==> src/sv/bfsa_pkg.sv <==
// Package for the best-fit segment allocator: types, codes and constants.
// Used by bfsa_ram, bfsa_divider and best_fit_segment_allocator.
package bfsa_pkg;

    localparam int MAX_SEGMENTS_DEF = 64;
    localparam int SIZE_BITS_DEF    = 32;
    localparam logic [31:0] HEAP_SIZE_RESET = 32'd16777216;

    localparam logic [1:0] ST_OK        = 2'd0;
    localparam logic [1:0] ST_NO_FIT    = 2'd1;
    localparam logic [1:0] ST_POOL_FULL = 2'd2;
    localparam logic [1:0] ST_NOT_ALLOC = 2'd3;

    localparam logic CMD_ALLOC = 1'b0;
    localparam logic CMD_FREE  = 1'b1;

    typedef struct packed {
        logic        command;
        logic [31:0] request_size;
        logic [31:0] alignment;
        logic [5:0]  handle_in;
    } t_in_item;

    typedef struct packed {
        logic [1:0]  status;
        logic [5:0]  handle_out;
        logic [31:0] alloc_offset;
        logic        heap_empty;
    } t_out_item;

    typedef enum logic [4:0] {
        S_IDLE,
        S_INIT,
        S_A_RD,
        S_A_WAIT,
        S_A_DIV,
        S_A_EVAL,
        S_A_FIND,
        S_A_BRD,
        S_A_BWAIT,
        S_A_BDIV,
        S_A_SPLIT,
        S_A_PREVRD,
        S_A_PREVWAIT,
        S_A_PREVWR,
        S_F_RD,
        S_F_WAIT,
        S_F_PRD,
        S_F_PWAIT,
        S_F_PMERGE,
        S_F_NRD,
        S_F_NWAIT,
        S_F_NMERGE,
        S_F_NNRD,
        S_F_NNWAIT,
        S_F_NNWR,
        S_DONE
    } t_state;

endpackage

==> src/sv/bfsa_divider.sv <==
// Restoring bit-serial remainder unit: one quotient bit per cycle.
// Depends on bfsa_pkg.
module bfsa_divider
    import bfsa_pkg::*;
#(
    parameter int SIZE_BITS = SIZE_BITS_DEF
) (
    input  logic                 i_clk,
    input  logic                 i_rst_n,
    input  logic                 i_start,
    input  logic [SIZE_BITS-1:0] i_dividend,
    input  logic [SIZE_BITS-1:0] i_divisor,
    output logic                 o_done,
    output logic [SIZE_BITS-1:0] o_rem
);

    localparam int CW = $clog2(SIZE_BITS + 1);

    logic [SIZE_BITS-1:0] r_num, n_num;
    logic [SIZE_BITS:0]   r_rem, n_rem;
    logic [CW-1:0]        r_cnt, n_cnt;
    logic                 r_busy, n_busy;
    logic [SIZE_BITS:0]   w_shift;

    always_comb begin
        n_num  = r_num;
        n_rem  = r_rem;
        n_cnt  = r_cnt;
        n_busy = r_busy;
        w_shift = {r_rem[SIZE_BITS-1:0], r_num[SIZE_BITS-1]};
        if (i_start) begin
            n_num  = i_dividend;
            n_rem  = '0;
            n_cnt  = CW'(SIZE_BITS);
            n_busy = 1'b1;
        end else if (r_busy) begin
            n_num = r_num << 1;
            if (w_shift >= {1'b0, i_divisor}) begin
                n_rem = w_shift - {1'b0, i_divisor};
            end else begin
                n_rem = w_shift;
            end
            n_cnt = r_cnt - 1'b1;
            if (r_cnt == CW'(1)) begin
                n_busy = 1'b0;
            end
        end
    end

    always_ff @(posedge i_clk) begin
        if (!i_rst_n) begin
            r_busy <= 1'b0;
            r_cnt  <= '0;
        end else begin
            r_busy <= n_busy;
            r_cnt  <= n_cnt;
        end
        r_num <= n_num;
        r_rem <= n_rem;
    end

    assign o_done = !r_busy && !i_start;
    assign o_rem  = r_rem[SIZE_BITS-1:0];

endmodule

==> config.mk <==
export PLATFORM = sky130hd
export DESIGN_NAME = bfsa_divider
export DESIGN_NICKNAME = d
export VERILOG_FILES = /design/src/sv/bfsa_pkg.sv /design/src/sv/bfsa_divider.sv
export SDC_FILE = /design/constraint.sdc
export NUM_CORES = 1
export LEC_CHECK = 0
export BUFFER_PORTS_ARGS = -buffer_cell sky130_fd_sc_hd__buf_2
export CORE_ASPECT_RATIO = 0.5
export CORE_MARGIN = 2
export CORE_UTILIZATION = 25
export DETAILED_ROUTE_END_ITERATION = 10
export PLACE_DENSITY = 0.45
export RECOVER_POWER = 50
export SLEW_MARGIN = 20
export SYNTH_ARGS = -nofsm -noshare
export SYNTH_HDL_FRONTEND = slang
export SYNTH_SLANG_ARGS = --single-unit
==> constraint.sdc <==
create_clock -name i_clk -period 3.2 [get_ports i_clk]
set_input_delay 0.16 -clock i_clk [delete_from_list [all_inputs] [get_ports i_clk]]
set_output_delay 0.16 -clock i_clk [all_outputs]
set_load 0.005 [all_outputs]
After elaboration in Yosys (flattened, before gate mapping)
Cells that the tools add are included.
- multiplexer cells: 8
- add/sub/neg operators: 2
- reductions and logical operators: 5
- equal/unequal tests: 1
- $lt $le $gt $ge: 1
- bitwise operators: 1
- operator list (cell ; number):
    32-bit 2-to-1 mux ; 3
    33-bit by 32-bit greater-or-equal comparator with 1-bit output ; 1
    32-bit subtractor ; 1
    6-bit 2-to-1 mux ; 2
    6-bit by 1-bit == test with 1-bit output (second input constant) ; 1
    6-bit by 1-bit subtractor with 6-bit output (second input constant) ; 1
    1-bit 2-to-1 mux ; 3
    1-bit zero test ; 2
    2-bit nonzero test ; 1
    2-bit OR reduction ; 1
    1-bit logical AND ; 1
    1-bit NOT ; 1
- bits in registers: 71
- output and inout bits: 33

Longest topological paths before layout
Gate-level depths: netlist (run 1).
- word-level depth: 4
- depth in mapped cells: 13
- gate-level depth less buffers: 12

Worst setup path before layout (run 1)
No wires, ideal clock.
- path type: register to register
- from: register r_num[31]
- to: register r_rem[24]
- arrival time: 2547 ps
- stages on the path, launching flop included: 13
- path slack: 565 ps
- path buffers: 0
- period minus slack after synthesis: 2635 ps
- setup time: 88 ps
- cells stage by stage: edfxtp_1 > inv_1 > ha_1 > inv_1 > fa_1 > nand3_1 > a211oi_1 > nor3b_1 > nor4_1 > a2111oi_0 > xnor2_1 > nand2_1 > a311oi_2
- word-level cells in the longest chain between the ends: 2
- ends and longest elaborated chain (what ; RTL line ; source):
    from (decl) ; bfsa_divider.sv:19 ; logic [SIZE_BITS-1:0] r_num, n_num;
    from (signal assigned) ; bfsa_divider.sv:58 ; r_num <= n_num;
    32-bit subtractor or 33-bit by 32-bit greater-or-equal comparator with 1-bit output (tied branches) ; bfsa_divider.sv:39, bfsa_divider.sv:38 ;
    32-bit 2-to-1 mux (*) ; bfsa_divider.sv:38 ; if (w_shift >= {1'b0, i_divisor}) begin
    to (signal assigned) ; bfsa_divider.sv:59 ; r_rem <= n_rem;
    to (decl) ; bfsa_divider.sv:20 ; logic [SIZE_BITS:0] r_rem, n_rem;
Mark *: on every way between the ends. The rest lies on a longest branch, timed or not.
A chain may end at the register's enable or synchronous reset.

Final worst setup path (run 1)
Ends and elaborated chain as after synthesis.

==> results of run 1 <==
==> metrics by stage <==
step	hold slack (ps)	total power [mW]	setup slack, ps	utilization [%]	std cells
2_1_floorplan	277	1.45	565	-	548
3_3_place_gp	418	1.63	280	29.7	901
3_5_place_dp	416	1.63	259	29.7	901
4_1_cts	52.0	2.60	212	31.1	917
5_1_grt	59.6	2.69	49.4	30.9	917
6_report	64.5	2.54	228	30.9	917
==> state kept, by name (all words and copies together) (netlist names) <==
name and cells:
r_busy 1, r_cnt 6, r_num 32, r_rem 32
==> Yosys cell counts (9+ instances only) <==
cell type	n	share of area, %
a311oi_1	9	1.6
xnor2_1	14	2.5
nand2_1	60	4.5
dfxtp_1	39	16
mux2_2	31	7.0
xor2_1	18	3.2
nand3_1	15	1.5
ha_1	34	8.5
nor2_1	41	3.1
o21ai_0	18	1.8
nor3_1	14	1.4
edfxtp_1	32	19
inv_1	43	3.2
a21oi_1	34	3.4
==> metal layers <==
metal	vias to the layer above	GRT usage, %
met5	-	0
met4	0	3.28
met3	7	3.16
met2	86	22.5
met1	2071	18.3
li1	2194	-
==> critical path, stage by stage (launching register included) <==
cell and delay (ps):
edfxtp_1 420, inv_1 80, ha_1 160, inv_1 60
fa_1 410, nand3_1 120, a211oi_1 130, nor3b_1 420
nor4_1 110, a2111oi_0 510, xnor2_1 170, nand2_1 70
a311oi_2 240
==> cell families after synthesis <==
logic type | Yosys count | synth area share (%)
xor gates and xnor gates | 32 | 5.62
DFF | 71 | 34.9
buffers and inverters | 69 | 6.14
muxes | 38 | 8.40
and+or+nand+nor | 170 | 16.0
AOI/OAI and AO/OA | 133 | 20.0
adders and majority gates | 35 | 8.93
==> where the power goes <==
part	total [mW]	internal (mW)	switching, mW
clock network	0.938	0.524	0.414
registers	1.06	1.03	0.0341
logic	0.539	0.237	0.303
total	2.54	1.79	0.751
==> worst paths after layout <==
check                        startpoint  cells after the start                endpoint
hold / removal                  i_rst_n                      2       r_busy$_SDFF_PN0_
setup / recovery    r_num[31]$_DFFE_PN_                     12  r_rem[24]$_SDFFE_PP0P_
setup reg to reg    r_num[31]$_DFFE_PN_                     12  r_rem[24]$_SDFFE_PP0P_
hold reg to reg   r_cnt[1]$_SDFFE_PP0P_                      2   r_cnt[1]$_SDFFE_PP0P_
==> area by class of cell <==
class	instances	share of cell area (%)
well taps	266	5.51
flip-flops and latches	71	28.9
repair buffers	113	9.72
clock inverters	7	0.788
clock buffers	9	3.73
inverters	43	2.67
multi-input cells	408	48.7
==> results.json, run 1 <==
{
  "grt_pass1_vias": 4400,
  "hold_viol": 0,
  "grt_usage_pct": 13.7,
  "ys_seq_area_share_pct": 34.9,
  "rsz0062_at_grt": "false",
  "clock_latency_ps": 340,
  "die-height_um": 104,
  "dpl_cell_area_sq_um": 5790,
  "path_clk_slew_ps": 60,
  "crit_path_end_kind": "flip-flop",
  "area_delta_synth_final_pct": 21.0,
  "power_density_nw_per_um2": 420,
  "antenna_found_initial": 0,
  "ys_seq_elements": 71,
  "cts_tree": "built",
  "status": "complete, no violations",
  "period_share_pct": 92.9,
  "clk_path_buf_depth": 2,
  "avgSynthCellArea_sq_um": 9.10,
  "post-cts-setup-buffer-count": 0,
  "synth-main-ff-cell": "dfxtp_1",
  "slew_violations": 0,
  "nFillCells": 2110,
  "n_antenna_cell": 0,
  "cp-start-kind": "flip-flop",
  "cts_resized": 0,
  "final_common_cell": "buf_2",
  "fin_crit_ps": 2970,
  "path_class": "flip-flop to flip-flop",
  "finalWeightedCongestion": 0.796,
  "setup_tns_ps": 0,
  "rows": 36,
  "grt_pass1_wl_um": 23100,
  "routed.top_layer": "met4",
  "dieArea_sq_um": 21200,
  "synth_area_sq_um": 4990,
  "crit_required_ps": 3460,
  "hold_buffers": 0,
  "synthArstFlopShare_pct": 0,
  "final_area_sq_um": 6040,
  "portBuffers": 99,
  "setup_viol": 0,
  "slew_headroom_pct": 34.9,
  "via_per_inst": 4.75,
  "grt-ovfl-total": 0,
  "clockRootBuffer": "clkbuf_16",
  "synth-edff-count": 32,
  "layout_common_cells": "buf_2 (78), nand2_1 (60), inv_1 (43), nor2_1 (41), dfxtp_1 (39)",
  "drive_gt1_share_pct": 23.3,
  "min_path_type": "input port to flip-flop",
  "route.met3.wl_um": 597,
  "hpwl_um": 10700,
  "met2_length_um": 6500,
  "ant_nets": 0,
  "cp.arrival_ps": 3230,
  "ios": 100,
  "max_freq_mhz": 336,
  "worstMarginPinSlew_ps": 976,
  "met1Wirelength_um": 6940,
  "skew_ps": 6.60,
  "nNetsFinal": 748,
  "synthCells": 548,
  "p_leak_nw": 2.50,
  "drt-total-wl_um": 14100,
  "die_x_um": 204,
  "vias": 4358,
  "ff2ff_setup_slack_ps": 230,
  "drv_cap": 0,
  "firstDrtPassIters": 5,
  "drt_iter0_markers": 183,
  "yosysWarnings": 0,
  "initial_core_util_pct": 25.6,
  "path_max_fanout": 2,
  "coreArea_sq_um": 19500,
  "register_area_sq_um": 1740,
  "numCtsBuffers": 9,
  "synth_fp_nets": 650,
  "multi_input_area_sq_um": 2940,
  "synthDistinctLibCells": 69,
  "htreeDepth": 3,
  "grt_max_degree": 42,
  "cts_sinks": 71,
  "drc": 0,
  "post_drt_wl_per_cell_um": 15.4,
  "ir_drop_mv": 0.190
}
(Power assumes the default switching activity.)
==> run 2, diff against run 1 <==
--- a/config.mk
+++ b/config.mk
@@ -5,12 +5,15 @@
 export SDC_FILE = /design/constraint.sdc
 export NUM_CORES = 1
 export LEC_CHECK = 0
+export ABC_AREA = 1
 export BUFFER_PORTS_ARGS = -buffer_cell sky130_fd_sc_hd__buf_2
 export CORE_ASPECT_RATIO = 0.5
 export CORE_MARGIN = 2
 export CORE_UTILIZATION = 25
+export CTS_BUF_LIST = sky130_fd_sc_hd__clkbuf_8
 export DETAILED_ROUTE_END_ITERATION = 10
-export PLACE_DENSITY = 0.45
+export GPL_ROUTABILITY_DRIVEN = 0
+export PLACE_DENSITY = 0.44
 export RECOVER_POWER = 50
 export SLEW_MARGIN = 20
 export SYNTH_ARGS = -nofsm -noshare
==> run 2 against run 1 <==
- the run now ends with design-rule violations left
- clock power shrank 8.0%
- final cell count grew 52%
- count of clock-buffer cells in the layout is the same
- non-clock buffer count grew 13
- synthesized cell count grew 76%
==> results.json, run 2 <==
{
  "crit_path_end_kind": "flip-flop",
  "htreeDepth": 3,
  "avgSynthCellArea_sq_um": 6.14,
  "cp-start-kind": "flip-flop",
  "post-cts-setup-buffer-count": 0,
  "clockRootBuffer": "clkbuf_8",
  "drt_iter0_markers": 294,
  "crit_required_ps": 3530,
  "yosysWarnings": 0,
  "dieArea_sq_um": 25000,
  "clock_latency_ps": 400,
  "path_max_fanout": 34,
  "vias": 5927,
  "drt-total-wl_um": 18000,
  "drv_cap": 0,
  "min_path_type": "input port to flip-flop",
  "cts_tree": "built",
  "final_common_cell": "nand2_1",
  "max_freq_mhz": 394,
  "violations": "design-rule violations",
  "synthDistinctLibCells": 39,
  "ir_drop_mv": 0.269,
  "p_sw_uw": 635,
  "slew_headroom_pct": 10.5,
  "pre_cts_ws_ps": 685,
  "ys_seq_area_share_pct": 29.4,
  "p_leak_nw": 4.03,
  "numCtsBuffers": 9,
  "seq_power_share_pct": 46.3,
  "area_delta_synth_final_pct": 20.4,
  "synthCells": 963,
  "cp.arrival_ps": 2870,
  "hold_viol": 0,
  "register_area_sq_um": 1740,
  "grt_pass1_wl_um": 29500,
  "crit_buf_inv": 0,
  "drc": 4,
  "synthArstFlopShare_pct": 0,
  "p_int_mw": 1.58,
  "hold_buffers": 22,
  "skew_ps": 6.51,
  "firstDrtPassIters": 8,
  "ys_top_cells_by_count": "nand2_1 (416), inv_1 (175), nand3_1 (79), nor2_1 (48), dfxtp_1 (39)",
  "clk_path_buf_depth": 2,
  "nFillCells": 2663,
  "portBuffers": 99,
  "hpwl_um": 13800,
  "path_delay_family": "simple AND/OR/NAND/NOR gates",
  "synth_area_leader_cell": "nand2_1",
  "ys_seq_elements": 71,
  "cts_resized": 0,
  "crit_chain": "ha_1 -> nand2_1 -> nor2_2 -> nand2_1 -> nor2_2 -> nand2_1 -> nand2_2 -> nor2_8 -> nand2_8 -> nand2_1 -> nand3_1 -> o21ai_1",
  "period_share_pct": 79.3,
  "grt_usage_pct": 15.1,
  "cts_sinks": 71,
  "cpMostUsedCell": "nand2_1",
  "swShare_pct": 28.7,
  "rows": 39,
  "slew_violations": 0,
  "synth_top_cell_area_share_pct": 26.4,
  "synth-main-ff-cell": "dfxtp_1",
  "setup_viol": 0,
  "synth_area_leaders": "nand2_1 (26%), edfxtp_1 (16%), dfxtp_1 (13%)",
  "via_per_inst": 4.26,
  "p_clk_share_pct": 39.0,
  "yosysMostFrequentCell": "nand2_1",
  "setup_tns_ps": 0,
  "combPwrFrac_pct": 14.7,
  "worstMarginPinSlew_ps": 1340,
  "top_regs": "r_num x32, r_rem x32, r_cnt x6",
  "synth_area_sq_um": 5920,
  "initial_core_util_pct": 25.7,
  "ant_nets": 0,
  "rsz0062_at_grt": "false",
  "drive_gt1_share_pct": 12.3,
  "synth_fp_nets": 1065,
  "fin_crit_ps": 2540,
  "setup_slack_ps": 661,
  "grt-ovfl-total": 0,
  "synth-edff-count": 32,
  "layout_common_cells": "nand2_1 (416), inv_1 (176), buf_2 (82), nand3_1 (79), nor2_1 (46)",
  "nNetsFinal": 1180,
  "path_clk_slew_ps": 80,
  "grt_max_degree": 45,
  "coreArea_sq_um": 23000,
  "die_x_um": 222,
  "status": "finished with violations",
  "antenna_found_initial": 0,
  "power_density_nw_per_um2": 311,
  "whs_ps": 32.3,
  "die-height_um": 113,
  "n_antenna_cell": 0,
  "post_drt_wl_per_cell_um": 13.0,
  "crit_slowest_cell": "nor2_8",
  "grt_pass1_vias": 5765,
  "path_class": "flip-flop to flip-flop",
  "multi_input_area_sq_um": 3360,
  "slowest_delay_ps": 500,
  "ios": 100
}
## run 2: final timing paths
| path | slack [ps] | endpoint | startpoint | depth (start not counted) |
|---|---|---|---|---|
| worst max-delay path | 660 | r_rem[8]$_SDFFE_PP0P_ | r_rem[20]$_SDFFE_PP0P_ | 12 |
| worst min-delay path | 30 | r_num[5]$_DFFE_PN_ | i_dividend[5] | 3 |
| worst max register to register | 660 | r_rem[8]$_SDFFE_PP0P_ | r_rem[20]$_SDFFE_PP0P_ | 12 |
| worst min register to register | 480 | r_rem[11]$_SDFFE_PP0P_ | r_rem[11]$_SDFFE_PP0P_ | 2 |
## run 2: logic make-up (layout without fill, tap and decap cells)
group                      Yosys count  in the layout  share of synthesized area (%)
AOI/OAI and AO/OA                   41             41                           3.83
xor gates and xnor gates            15             15                           2.22
adders and majority gates           35             35                           7.53
buffers and inverters              204            324                           13.9
DFF                                 71             71                           29.4
and+or+nand+nor                    597            597                           43.1
## run 2: final cells by class
cell class | instances | area share, %
clock inverter | 7 | 1.39
sequential | 71 | 24.5
tap | 307 | 5.39
clock buffer | 9 | 1.74
timing repair buffer | 126 | 10.3
inverter | 182 | 9.59
multi-input combinational | 688 | 47.2
## run 2: per-stage QoR
step | instances | power (mW) | util [%] | area, sq um
finish | 1390 | 2.21 | 30.9 | 7120
global route | 1390 | 2.36 | 30.9 | 7120
CTS | 1389 | 2.27 | 31.0 | 7140
detailed placement | 1351 | 1.35 | 29.1 | 6690
global placement | 1351 | 1.36 | 29.1 | 6690
floorplan | 963 | 1.24 | - | 5920
## run 2: layer usage
metal / GRT usage, % / share of wire, % / vias up
li1: - / - / 3171
met1: 20.1 / 50 / 2643
met2: 24.4 / 44 / 102
met3: 4.15 / 4.7 / 11
met4: 3.83 / 1.0 / 0
met5: 0 / 0 / -
## run 2: power groups by stage
stage / clock network, mW / registers, mW / logic (mW)
finish: 0.863 / 1.02 / 0.325
global route: 0.955 / 1.03 / 0.374
CTS: 0.910 / 1.03 / 0.330
detailed placement: 0 / 1.05 / 0.309
global placement: 0 / 1.04 / 0.310
floorplan: 0 / 1.04 / 0.199
## run 2: worst reg2reg max path: stages (launching register included)
cell	delay, ps
dfxtp_1	340
ha_1	380
nand2_1	170
nor2_2	80
nand2_1	140
nor2_2	70
nand2_1	100
nand2_2	90
nor2_8	500
nand2_8	270
nand2_1	160
nand3_1	80
o21ai_1	80
